===== config.mk =====
export PLATFORM = sky130hd
export DESIGN_NAME = wav_stream_parser_core
export DESIGN_NICKNAME = d
export VERILOG_FILES = /design/src/hw/rtl/wsp_pkg.sv /design/src/hw/rtl/wav_stream_parser_core.sv
export SDC_FILE = /design/constraint.sdc
export NUM_CORES = 1
export LEC_CHECK = 0
export BUFFER_PORTS_ARGS = -buffer_cell sky130_fd_sc_hd__clkbuf_2
export CORE_UTILIZATION = 45
export CTS_BUF_LIST = sky130_fd_sc_hd__clkbuf_4 sky130_fd_sc_hd__clkbuf_8
export DETAILED_ROUTE_END_ITERATION = 10
export PLACE_DENSITY = 0.7
export SLEW_MARGIN = 20
export SYNTH_ARGS = -nofsm -noshare
export SYNTH_HDL_FRONTEND = slang
export SYNTH_SLANG_ARGS = --single-unit

===== constraint.sdc =====
create_clock -name clk_i -period 19.1 [get_ports clk_i]
set_input_delay 0.955 -clock clk_i [delete_from_list [all_inputs] [get_ports clk_i]]
set_output_delay 0.955 -clock clk_i [all_outputs]
set_load 0.1 [all_outputs]

===== src/hw/rtl/wsp_pkg.sv =====
// Package for the WAV stream parser: transaction structs, result and error
// codes, parse phases and chunk tags. No dependencies.
package wsp_pkg;

  typedef enum logic [1:0] {
    KIND_SAMPLE = 2'd0,
    KIND_INFO   = 2'd1,
    KIND_ERROR  = 2'd2,
    KIND_EMPTY  = 2'd3
  } kind_e;

  typedef enum logic [1:0] {
    ERR_NONE    = 2'd0,
    ERR_NOT_WAV = 2'd1,
    ERR_NO_FMT  = 2'd2,
    ERR_UNSUPP  = 2'd3
  } err_e;

  typedef enum logic [12:0] {
    PH_IDLE    = 13'b0000000000001,
    PH_RIFF    = 13'b0000000000010,
    PH_RSIZE   = 13'b0000000000100,
    PH_WAVE    = 13'b0000000001000,
    PH_FMTID   = 13'b0000000010000,
    PH_FMTSIZE = 13'b0000000100000,
    PH_FMTBODY = 13'b0000001000000,
    PH_SKIP    = 13'b0000010000000,
    PH_PAD     = 13'b0000100000000,
    PH_CID     = 13'b0001000000000,
    PH_CSIZE   = 13'b0010000000000,
    PH_DATA    = 13'b0100000000000,
    PH_DONE    = 13'b1000000000000
  } phase_e;

  localparam logic [31:0] TAG_RIFF = 32'h4646_4952;
  localparam logic [31:0] TAG_WAVE = 32'h4556_4157;
  localparam logic [31:0] TAG_FMT  = 32'h2074_6D66;
  localparam logic [31:0] TAG_DATA = 32'h6174_6164;

  localparam logic [15:0] FMT_PCM   = 16'd1;
  localparam logic [15:0] FMT_FLOAT = 16'd3;
  localparam logic [15:0] BITS_16   = 16'd16;
  localparam logic [15:0] BITS_32   = 16'd32;
  localparam logic [31:0] FMT_BASE  = 32'd16;

  typedef struct packed {
    logic [7:0] data_byte;
    logic       file_start;
  } in_t;

  typedef struct packed {
    kind_e              kind;
    logic signed [31:0] sample_value;
    logic [15:0]        channel;
    logic               is_float;
    logic [31:0]        sample_rate;
    logic [15:0]        channel_count;
    logic [15:0]        sample_bits;
    err_e               error_code;
    logic               last;
  } out_t;

endpackage


===== src/hw/rtl/wav_stream_parser_core.sv =====
// WAV stream parser: one file byte per transaction in, format, sample and
// error transactions out. Depends on wsp_pkg.
// A result is registered in the output register, or in the skid entry while the output is stalled.
// Throughput: one byte per cycle; an output register plus one skid entry lets
// input continue while a result waits, and input stalls only while the skid
// entry is occupied. Reset returns the parse to idle and empties the output.
module wav_stream_parser_core (
  input  logic          clk_i,
  input  logic          rst_ni,
  input  logic          in_valid_i,
  output logic          in_stall_o,
  input  wsp_pkg::in_t  in_data_i,
  output logic          out_valid_o,
  input  logic          out_stall_i,
  output wsp_pkg::out_t out_data_o
);

  wsp_pkg::phase_e phase_q, phase_d;
  logic [31:0] cnt_q, cnt_d;
  logic [31:0] asm_q, asm_d;
  logic [31:0] tag_q, tag_d;
  logic [15:0] fmt_q, fmt_d;
  logic [15:0] chan_q, chan_d;
  logic [31:0] rate_q, rate_d;
  logic [15:0] bits_q, bits_d;
  logic [15:0] chidx_q, chidx_d;
  logic [1:0]  bpos_q, bpos_d;

  logic          out_valid_q, out_valid_d;
  wsp_pkg::out_t out_q, out_d;
  logic          skid_valid_q, skid_valid_d;
  wsp_pkg::out_t skid_q, skid_d;

  logic            acc;
  wsp_pkg::phase_e ph;
  logic [31:0]     cnt;
  logic [31:0]     word;
  logic [31:0]     cnt_dec;
  logic            fld_done;
  logic            wide;
  logic [17:0]     frame;
  logic [15:0]     bits_new;
  logic            fmt_ok;
  logic [16:0]     chidx_inc;
  logic            frame_end;
  logic            isf;
  logic            res_valid;
  wsp_pkg::out_t   res;

  assign acc       = in_valid_i && !in_stall_o;
  assign ph        = in_data_i.file_start ? wsp_pkg::PH_RIFF : phase_q;
  assign cnt       = in_data_i.file_start ? 32'd4 : cnt_q;
  assign word      = {in_data_i.data_byte, asm_q[31:8]};
  assign cnt_dec   = cnt - 32'd1;
  assign fld_done  = (cnt_dec == 32'd0);
  assign wide      = (bits_q == wsp_pkg::BITS_32);
  assign frame     = wide ? {chan_q, 2'b00} : {1'b0, chan_q, 1'b0};
  assign bits_new  = word[31:16];
  assign fmt_ok    = (chan_q != 16'd0) &&
                     (((fmt_q == wsp_pkg::FMT_PCM) &&
                       ((bits_new == wsp_pkg::BITS_16) || (bits_new == wsp_pkg::BITS_32))) ||
                      ((fmt_q == wsp_pkg::FMT_FLOAT) && (bits_new == wsp_pkg::BITS_32)));
  assign chidx_inc = {1'b0, chidx_q} + 17'd1;
  assign frame_end = (chidx_inc >= {1'b0, chan_q});
  assign isf       = (fmt_q == wsp_pkg::FMT_FLOAT);

  always_comb begin
    phase_d   = phase_q;
    cnt_d     = cnt_q;
    asm_d     = asm_q;
    tag_d     = tag_q;
    fmt_d     = fmt_q;
    chan_d    = chan_q;
    rate_d    = rate_q;
    bits_d    = bits_q;
    chidx_d   = chidx_q;
    bpos_d    = bpos_q;
    res_valid = 1'b0;
    res       = '0;
    if (acc) begin
      phase_d = ph;
      cnt_d   = cnt;
      unique case (ph)
        wsp_pkg::PH_IDLE, wsp_pkg::PH_DONE: begin
        end
        wsp_pkg::PH_SKIP: begin
          cnt_d = cnt_dec;
          if (fld_done) begin
            if (tag_q[0]) begin
              phase_d = wsp_pkg::PH_PAD;
            end else begin
              phase_d = wsp_pkg::PH_CID;
              cnt_d   = 32'd4;
            end
          end
        end
        wsp_pkg::PH_PAD: begin
          phase_d = wsp_pkg::PH_CID;
          cnt_d   = 32'd4;
        end
        wsp_pkg::PH_RIFF: begin
          asm_d = word;
          cnt_d = cnt_dec;
          if (fld_done) begin
            tag_d   = word;
            phase_d = wsp_pkg::PH_RSIZE;
            cnt_d   = 32'd4;
          end
        end
        wsp_pkg::PH_RSIZE: begin
          asm_d = word;
          cnt_d = cnt_dec;
          if (fld_done) begin
            phase_d = wsp_pkg::PH_WAVE;
            cnt_d   = 32'd4;
          end
        end
        wsp_pkg::PH_WAVE: begin
          asm_d = word;
          cnt_d = cnt_dec;
          if (fld_done) begin
            if ((tag_q != wsp_pkg::TAG_RIFF) || (word != wsp_pkg::TAG_WAVE)) begin
              res_valid      = 1'b1;
              res.kind       = wsp_pkg::KIND_ERROR;
              res.error_code = wsp_pkg::ERR_NOT_WAV;
              phase_d        = wsp_pkg::PH_DONE;
            end else begin
              phase_d = wsp_pkg::PH_FMTID;
              cnt_d   = 32'd4;
            end
          end
        end
        wsp_pkg::PH_FMTID: begin
          asm_d = word;
          cnt_d = cnt_dec;
          if (fld_done) begin
            if (word != wsp_pkg::TAG_FMT) begin
              res_valid      = 1'b1;
              res.kind       = wsp_pkg::KIND_ERROR;
              res.error_code = wsp_pkg::ERR_NO_FMT;
              phase_d        = wsp_pkg::PH_DONE;
            end else begin
              phase_d = wsp_pkg::PH_FMTSIZE;
              cnt_d   = 32'd4;
            end
          end
        end
        wsp_pkg::PH_FMTSIZE: begin
          asm_d = word;
          cnt_d = cnt_dec;
          if (fld_done) begin
            tag_d   = word;
            phase_d = wsp_pkg::PH_FMTBODY;
            cnt_d   = wsp_pkg::FMT_BASE;
          end
        end
        wsp_pkg::PH_FMTBODY: begin
          asm_d = word;
          cnt_d = cnt_dec;
          if (cnt_dec == 32'd14) begin
            fmt_d = word[31:16];
          end else if (cnt_dec == 32'd12) begin
            chan_d = word[31:16];
          end else if (cnt_dec == 32'd8) begin
            rate_d = word;
          end else if (fld_done) begin
            bits_d = bits_new;
            if (!fmt_ok) begin
              res_valid      = 1'b1;
              res.kind       = wsp_pkg::KIND_ERROR;
              res.error_code = wsp_pkg::ERR_UNSUPP;
              phase_d        = wsp_pkg::PH_DONE;
            end else if (tag_q > wsp_pkg::FMT_BASE) begin
              phase_d = wsp_pkg::PH_SKIP;
              cnt_d   = tag_q - wsp_pkg::FMT_BASE;
            end else begin
              phase_d = wsp_pkg::PH_CID;
              cnt_d   = 32'd4;
            end
          end
        end
        wsp_pkg::PH_CID: begin
          asm_d = word;
          cnt_d = cnt_dec;
          if (fld_done) begin
            tag_d   = word;
            phase_d = wsp_pkg::PH_CSIZE;
            cnt_d   = 32'd4;
          end
        end
        wsp_pkg::PH_CSIZE: begin
          asm_d = word;
          cnt_d = cnt_dec;
          if (fld_done) begin
            if (tag_q != wsp_pkg::TAG_DATA) begin
              tag_d = word;
              if (word == 32'd0) begin
                phase_d = wsp_pkg::PH_CID;
                cnt_d   = 32'd4;
              end else begin
                phase_d = wsp_pkg::PH_SKIP;
                cnt_d   = word;
              end
            end else begin
              chidx_d           = 16'd0;
              bpos_d            = 2'd0;
              res_valid         = 1'b1;
              res.is_float      = isf;
              res.sample_rate   = rate_q;
              res.channel_count = chan_q;
              res.sample_bits   = bits_q;
              if (word < {14'd0, frame}) begin
                res.kind = wsp_pkg::KIND_EMPTY;
                res.last = 1'b1;
                phase_d  = wsp_pkg::PH_DONE;
              end else begin
                res.kind = wsp_pkg::KIND_INFO;
                phase_d  = wsp_pkg::PH_DATA;
                cnt_d    = word;
              end
            end
          end
        end
        wsp_pkg::PH_DATA: begin
          asm_d  = word;
          cnt_d  = cnt_dec;
          bpos_d = bpos_q + 2'd1;
          if (bpos_q == (wide ? 2'd3 : 2'd1)) begin
            bpos_d           = 2'd0;
            res_valid        = 1'b1;
            res.kind         = wsp_pkg::KIND_SAMPLE;
            res.sample_value = wide ? word : {word[31:16], 16'd0};
            res.channel      = chidx_q;
            res.is_float     = isf;
            chidx_d          = frame_end ? 16'd0 : chidx_inc[15:0];
            if (frame_end && (cnt_dec < {14'd0, frame})) begin
              res.last = 1'b1;
              phase_d  = wsp_pkg::PH_DONE;
            end
          end
        end
        default: begin
          phase_d = wsp_pkg::PH_IDLE;
        end
      endcase
    end
  end

  always_comb begin
    out_valid_d  = out_valid_q;
    out_d        = out_q;
    skid_valid_d = skid_valid_q;
    skid_d       = skid_q;
    if (skid_valid_q) begin
      if (!out_stall_i) begin
        out_d        = skid_q;
        skid_valid_d = 1'b0;
      end
    end else if (!out_valid_q || !out_stall_i) begin
      out_valid_d = res_valid;
      out_d       = res;
    end else if (res_valid) begin
      skid_valid_d = 1'b1;
      skid_d       = res;
    end
  end

  always_ff @(posedge clk_i or negedge rst_ni) begin
    if (!rst_ni) begin
      phase_q      <= wsp_pkg::PH_IDLE;
      cnt_q        <= '0;
      chidx_q      <= '0;
      bpos_q       <= '0;
      out_valid_q  <= 1'b0;
      skid_valid_q <= 1'b0;
    end else begin
      phase_q      <= phase_d;
      cnt_q        <= cnt_d;
      chidx_q      <= chidx_d;
      bpos_q       <= bpos_d;
      out_valid_q  <= out_valid_d;
      skid_valid_q <= skid_valid_d;
    end
  end

  always_ff @(posedge clk_i) begin
    asm_q  <= asm_d;
    tag_q  <= tag_d;
    fmt_q  <= fmt_d;
    chan_q <= chan_d;
    rate_q <= rate_d;
    bits_q <= bits_d;
    out_q  <= out_d;
    skid_q <= skid_d;
  end

  assign in_stall_o  = skid_valid_q;
  assign out_valid_o = out_valid_q;
  assign out_data_o  = out_q;

endmodule


==> metrics.md <==
| Metric | Value |
|---|---|
| Status | `finished, final reports clean` |
| Design Area, Final | `23,400 um2` |
| Data required time at the worst endpoint | `19,370 ps` |
| Clock root cell | `clkbuf_8` |
| Routed vias | `14,800` |
| Synthesized flop and latch total | `437` |
| Post-CTS Setup Bufs | `0` |
| Reg clk slew, reported paths | `60 ps` |
| Post-route DRC | `0` |
| Worst-margin pin slew | `1240 ps` |
| Final setup vio count | `0` |
| Die area | `46,700 um2` |
| Part of the power in registers | `0.519` |
| Sw Share | `0.270` |
| Ys flop type | `edfxtp_1` |
| Clock latency on the worst-skew pair | `670 ps` |
| Worst setup EP type | `flip-flop` |
| Largest net degree at the start of global routing | `101` |
| Async set-or-reset flop fraction in the synthesized netlist | `0.149` |
| # resized after CTS | `0` |
| Worst Path Class, Setup | `input port to flip-flop` |
| WL final | `56,600 um` |
| H-Tree Depth | `3` |
| Synth Area in XOR/XNOR | `0.0204` |
| Aggregate global-route resource usage | `0.243` |
| Slew HR | `0.150` |
| Clock buffer depth | `3` |
| PortBufs | `132` |
| TNS Setup | `0 ps` |
| Leakage | `9.97 nW` |
| CTS tree | `done` |
| Area Overhead vs Synth | `13.6%` |
| Max VDD drop | `0.0431 mV` |
| Nets | `1,897` |
| Syn_nets | `1,738` |
| Syn. warnings | `0` |
| Post-DP Area | `22,000 um2` |
| Initial core utilization | `0.456` |
| Final hold vios | `0` |
| Die Span Y | `216 um` |
| Hold crit path type | `input port to asynchronous set/reset pin` |
| Share of the synthesized area in the top cell type | `0.542` |
| Cell count after synthesis | `1,670` |
| Startpoint types | `input port` |
| Global route overflow | `0` |
| Core Util, Final | `0.517` |
| Initial antenna violation count | `3` |
| GPL Wtd Cong | `0.983` |
| DR pass1 iterations | `5` |
| Compound-cell area share of the yosys netlist | `0.130` |
| Synth area leaders | `edfxtp_1, dfrtp_1, ha_1` |
| CTS Sinks | `437` |
| Vias in the first global route | `14,200` |
| First-pass GRT wire length | `86,100 um` |
| Post-Syn Area per Cell | `12.4 um2` |
| P_int | `1.56 mW` |
| Synth unique cells | `82` |
| Clock network fraction of total power | `0.385` |
| Num ports | `133` |
| Simple-Gate Fraction of Synth Area | `0.169` |
| Mux contribution to synthesized area | `0.00607` |
| Num rows | `78` |
| Largest family of logic cells by synthesized area | `simple AND/OR/NAND/NOR gates` |
| Layout cells sized above 1 | `0.168` |
| Worst path max stage delay | `850 ps` |
| Combinational power share | `0.096` |
| Fmax | `146 MHz` |
| Hold Buf Count CTS | `0` |
| Final slew viol count | `0` |
| Final min period | `6830 ps` |
| CP Max Fanout | `78` |
| RSZ-0062 raised after global routing | `false` |
| Power Dens Cells | `91.5 nW/um2` |
| DRT iter0 DRCs | `1,618` |
| Critical-path top delay cell | `buf_4` |
| Adder-cell share of the synthesized area | `0.0334` |
| Final period util | `0.358` |
| Vias per cell | `5.96` |
| Chip width | `216 um` |
| Post-DP HPWL | `38,700 um` |
| Post-Syn Area | `20,600 um2` |
| WP data arrival | `7100 ps` |
| CP Cell Sequence | `clkbuf_2 -> inv_1 -> nand2_1 -> ha_1 -> nand4_1 -> o311ai_0 -> nand2_1 -> nor4_4 -> nand4_2 -> or2_1 -> o21ai_1 -> nand3_1 -> nor2_4 -> buf_4 -> buf_4` |
| Antenna-violating nets left | `0` |
| Register area share after synthesis | `0.620` |
| Post-synth top area cell | `edfxtp_1` |
| Post-synth EDFFs | `372` |
| CTS buffer count | `73` |
| Core area | `45,300 um2` |
| Psw | `0.579 mW` |
| Max-cap check violation count | `0` |
| Worst Skew | `37.2 ps` |
| Avg WL per Cell | `22.7 um` |
routing by layer:
layer	global-route usage	routed length, um	up-vias
met2	0.371	25600	681
met5	0	0	-
met4	0.0925	1610	0
li1	-	-	6757
met1	0.346	25200	7284
met3	0.0438	4240	118
critical path, delay by kind of cell:
family,cells,cell delay [ps]
AND/OR/NAND/NOR,8,2440
AO/OA/AOI/OAI,2,800
adder cells (fa/ha/maj),1,310
buffers and inverters,4,2420
kinds of logic (layout without fill, tap and decap cells):
logic type / count (synthesis) / count (layout)
AO/OA/AOI/OAI: 385 / 385
XOR/XNOR: 48 / 48
adder cells (fa/ha/maj): 55 / 55
buffers and inverters: 108 / 328
flip-flops: 437 / 437
multiplexers: 12 / 12
other: 0 / 1
AND/OR/NAND/NOR: 625 / 625
stage by stage:
step / std cells / hold WS [ps] / setup slack [ps] / total power [mW]
6_report: 2491 / 520 / 12270 / 2.14
5_1_grt: 2490 / 521 / 11710 / 2.22
4_1_cts: 2489 / 516 / 12310 / 2.15
3_5_place_dp: 2353 / 503 / 11650 / 1.33
3_3_place_gp: 2353 / 492 / 11690 / 1.33
2_1_floorplan: 1670 / 478 / 8770 / 1.24
final timing paths:
path                                        to  slack, ps         start  cells past startpoint
worst max register to register      skid_q[64]      13230      cnt_q[5]                     12
min in group clk_i              out_data_o[80]        520    skid_q[80]                      1
max in group asynchronous           in_stall_o      17860        rst_ni                      2
worst min-delay path                 cnt_q[26]        520        rst_ni                      2
worst max-delay path                skid_q[64]      12270  in_data_i[0]                     15
worst min register to register  out_data_o[80]        520    skid_q[80]                      1
layout by cell type (no fill, tap or decap), drive strengths merged, types with 51 or more instances in the layout:
master / count
a21o: 85
a21oi: 72
a22o: 51
and2: 83
clkbuf: 237
dfrtp: 64
edfxtp: 372
ha: 55
nand2: 108
nor2: 106
nor3: 60
o21ai: 66
synth_stat cells, types with 5 or more instances:
master and count:
a22oi_1 10, o21ai_0 45, o211ai_1 6, nor2_1 104
dfrtp_1 64, o21ai_1 21, a221oi_1 10, and2_1 82
or3_1 17, nor3b_1 8, o31ai_1 11, xor2_1 26
mux2i_1 8, clkbuf_1 58, nand3_1 50, a31oi_1 9
a21oi_1 72, ha_1 55, nor4_2 6, o2bb2ai_1 5
nor3_1 57, nand4_1 27, nand2b_1 12, buf_2 10
nor4_1 40, edfxtp_1 372, and3_1 31, a211o_1 6
nand2_1 108, nor2b_1 15, nand4b_1 6, a211oi_1 10
or4_1 20, a21o_1 85, a22o_1 51, o21a_1 6
inv_1 36, nand3b_1 5, xnor2_1 22
flip-flops by register name, indices dropped and copies added (netlist names):
name	count
skid_q	118
fmt_q	16
tag_q	32
asm_q	24
in_stall_o	1
out_data_o	118
cnt_q	32
bits_q	16
rate_q	32
chan_q	16
bpos_q	2
phase_q	13
chidx_q	16
out_valid_o	1
power groups by stage:
stage / combinational, mW / sequential (mW) / clock [mW]
after floorplan: 0.141 / 1.10 / 0
after global placement: 0.198 / 1.13 / 0
after detailed placement: 0.200 / 1.13 / 0
after CTS: 0.201 / 1.11 / 0.843
after global routing: 0.224 / 1.11 / 0.882
final: 0.206 / 1.11 / 0.825
final cells by class:
class	count	area, um2
Timing Repair Buffer	156	845
Antenna cell	1	2.50
Tap cell	600	751
Sequential cell	437	12800
Inverter	36	135
Fill cell	3866	21800
Clock buffer	106	1290
Multi-Input combinational cell	1125	7440
Clock inverter	30	173
Power figures use the tool's default switching activity.
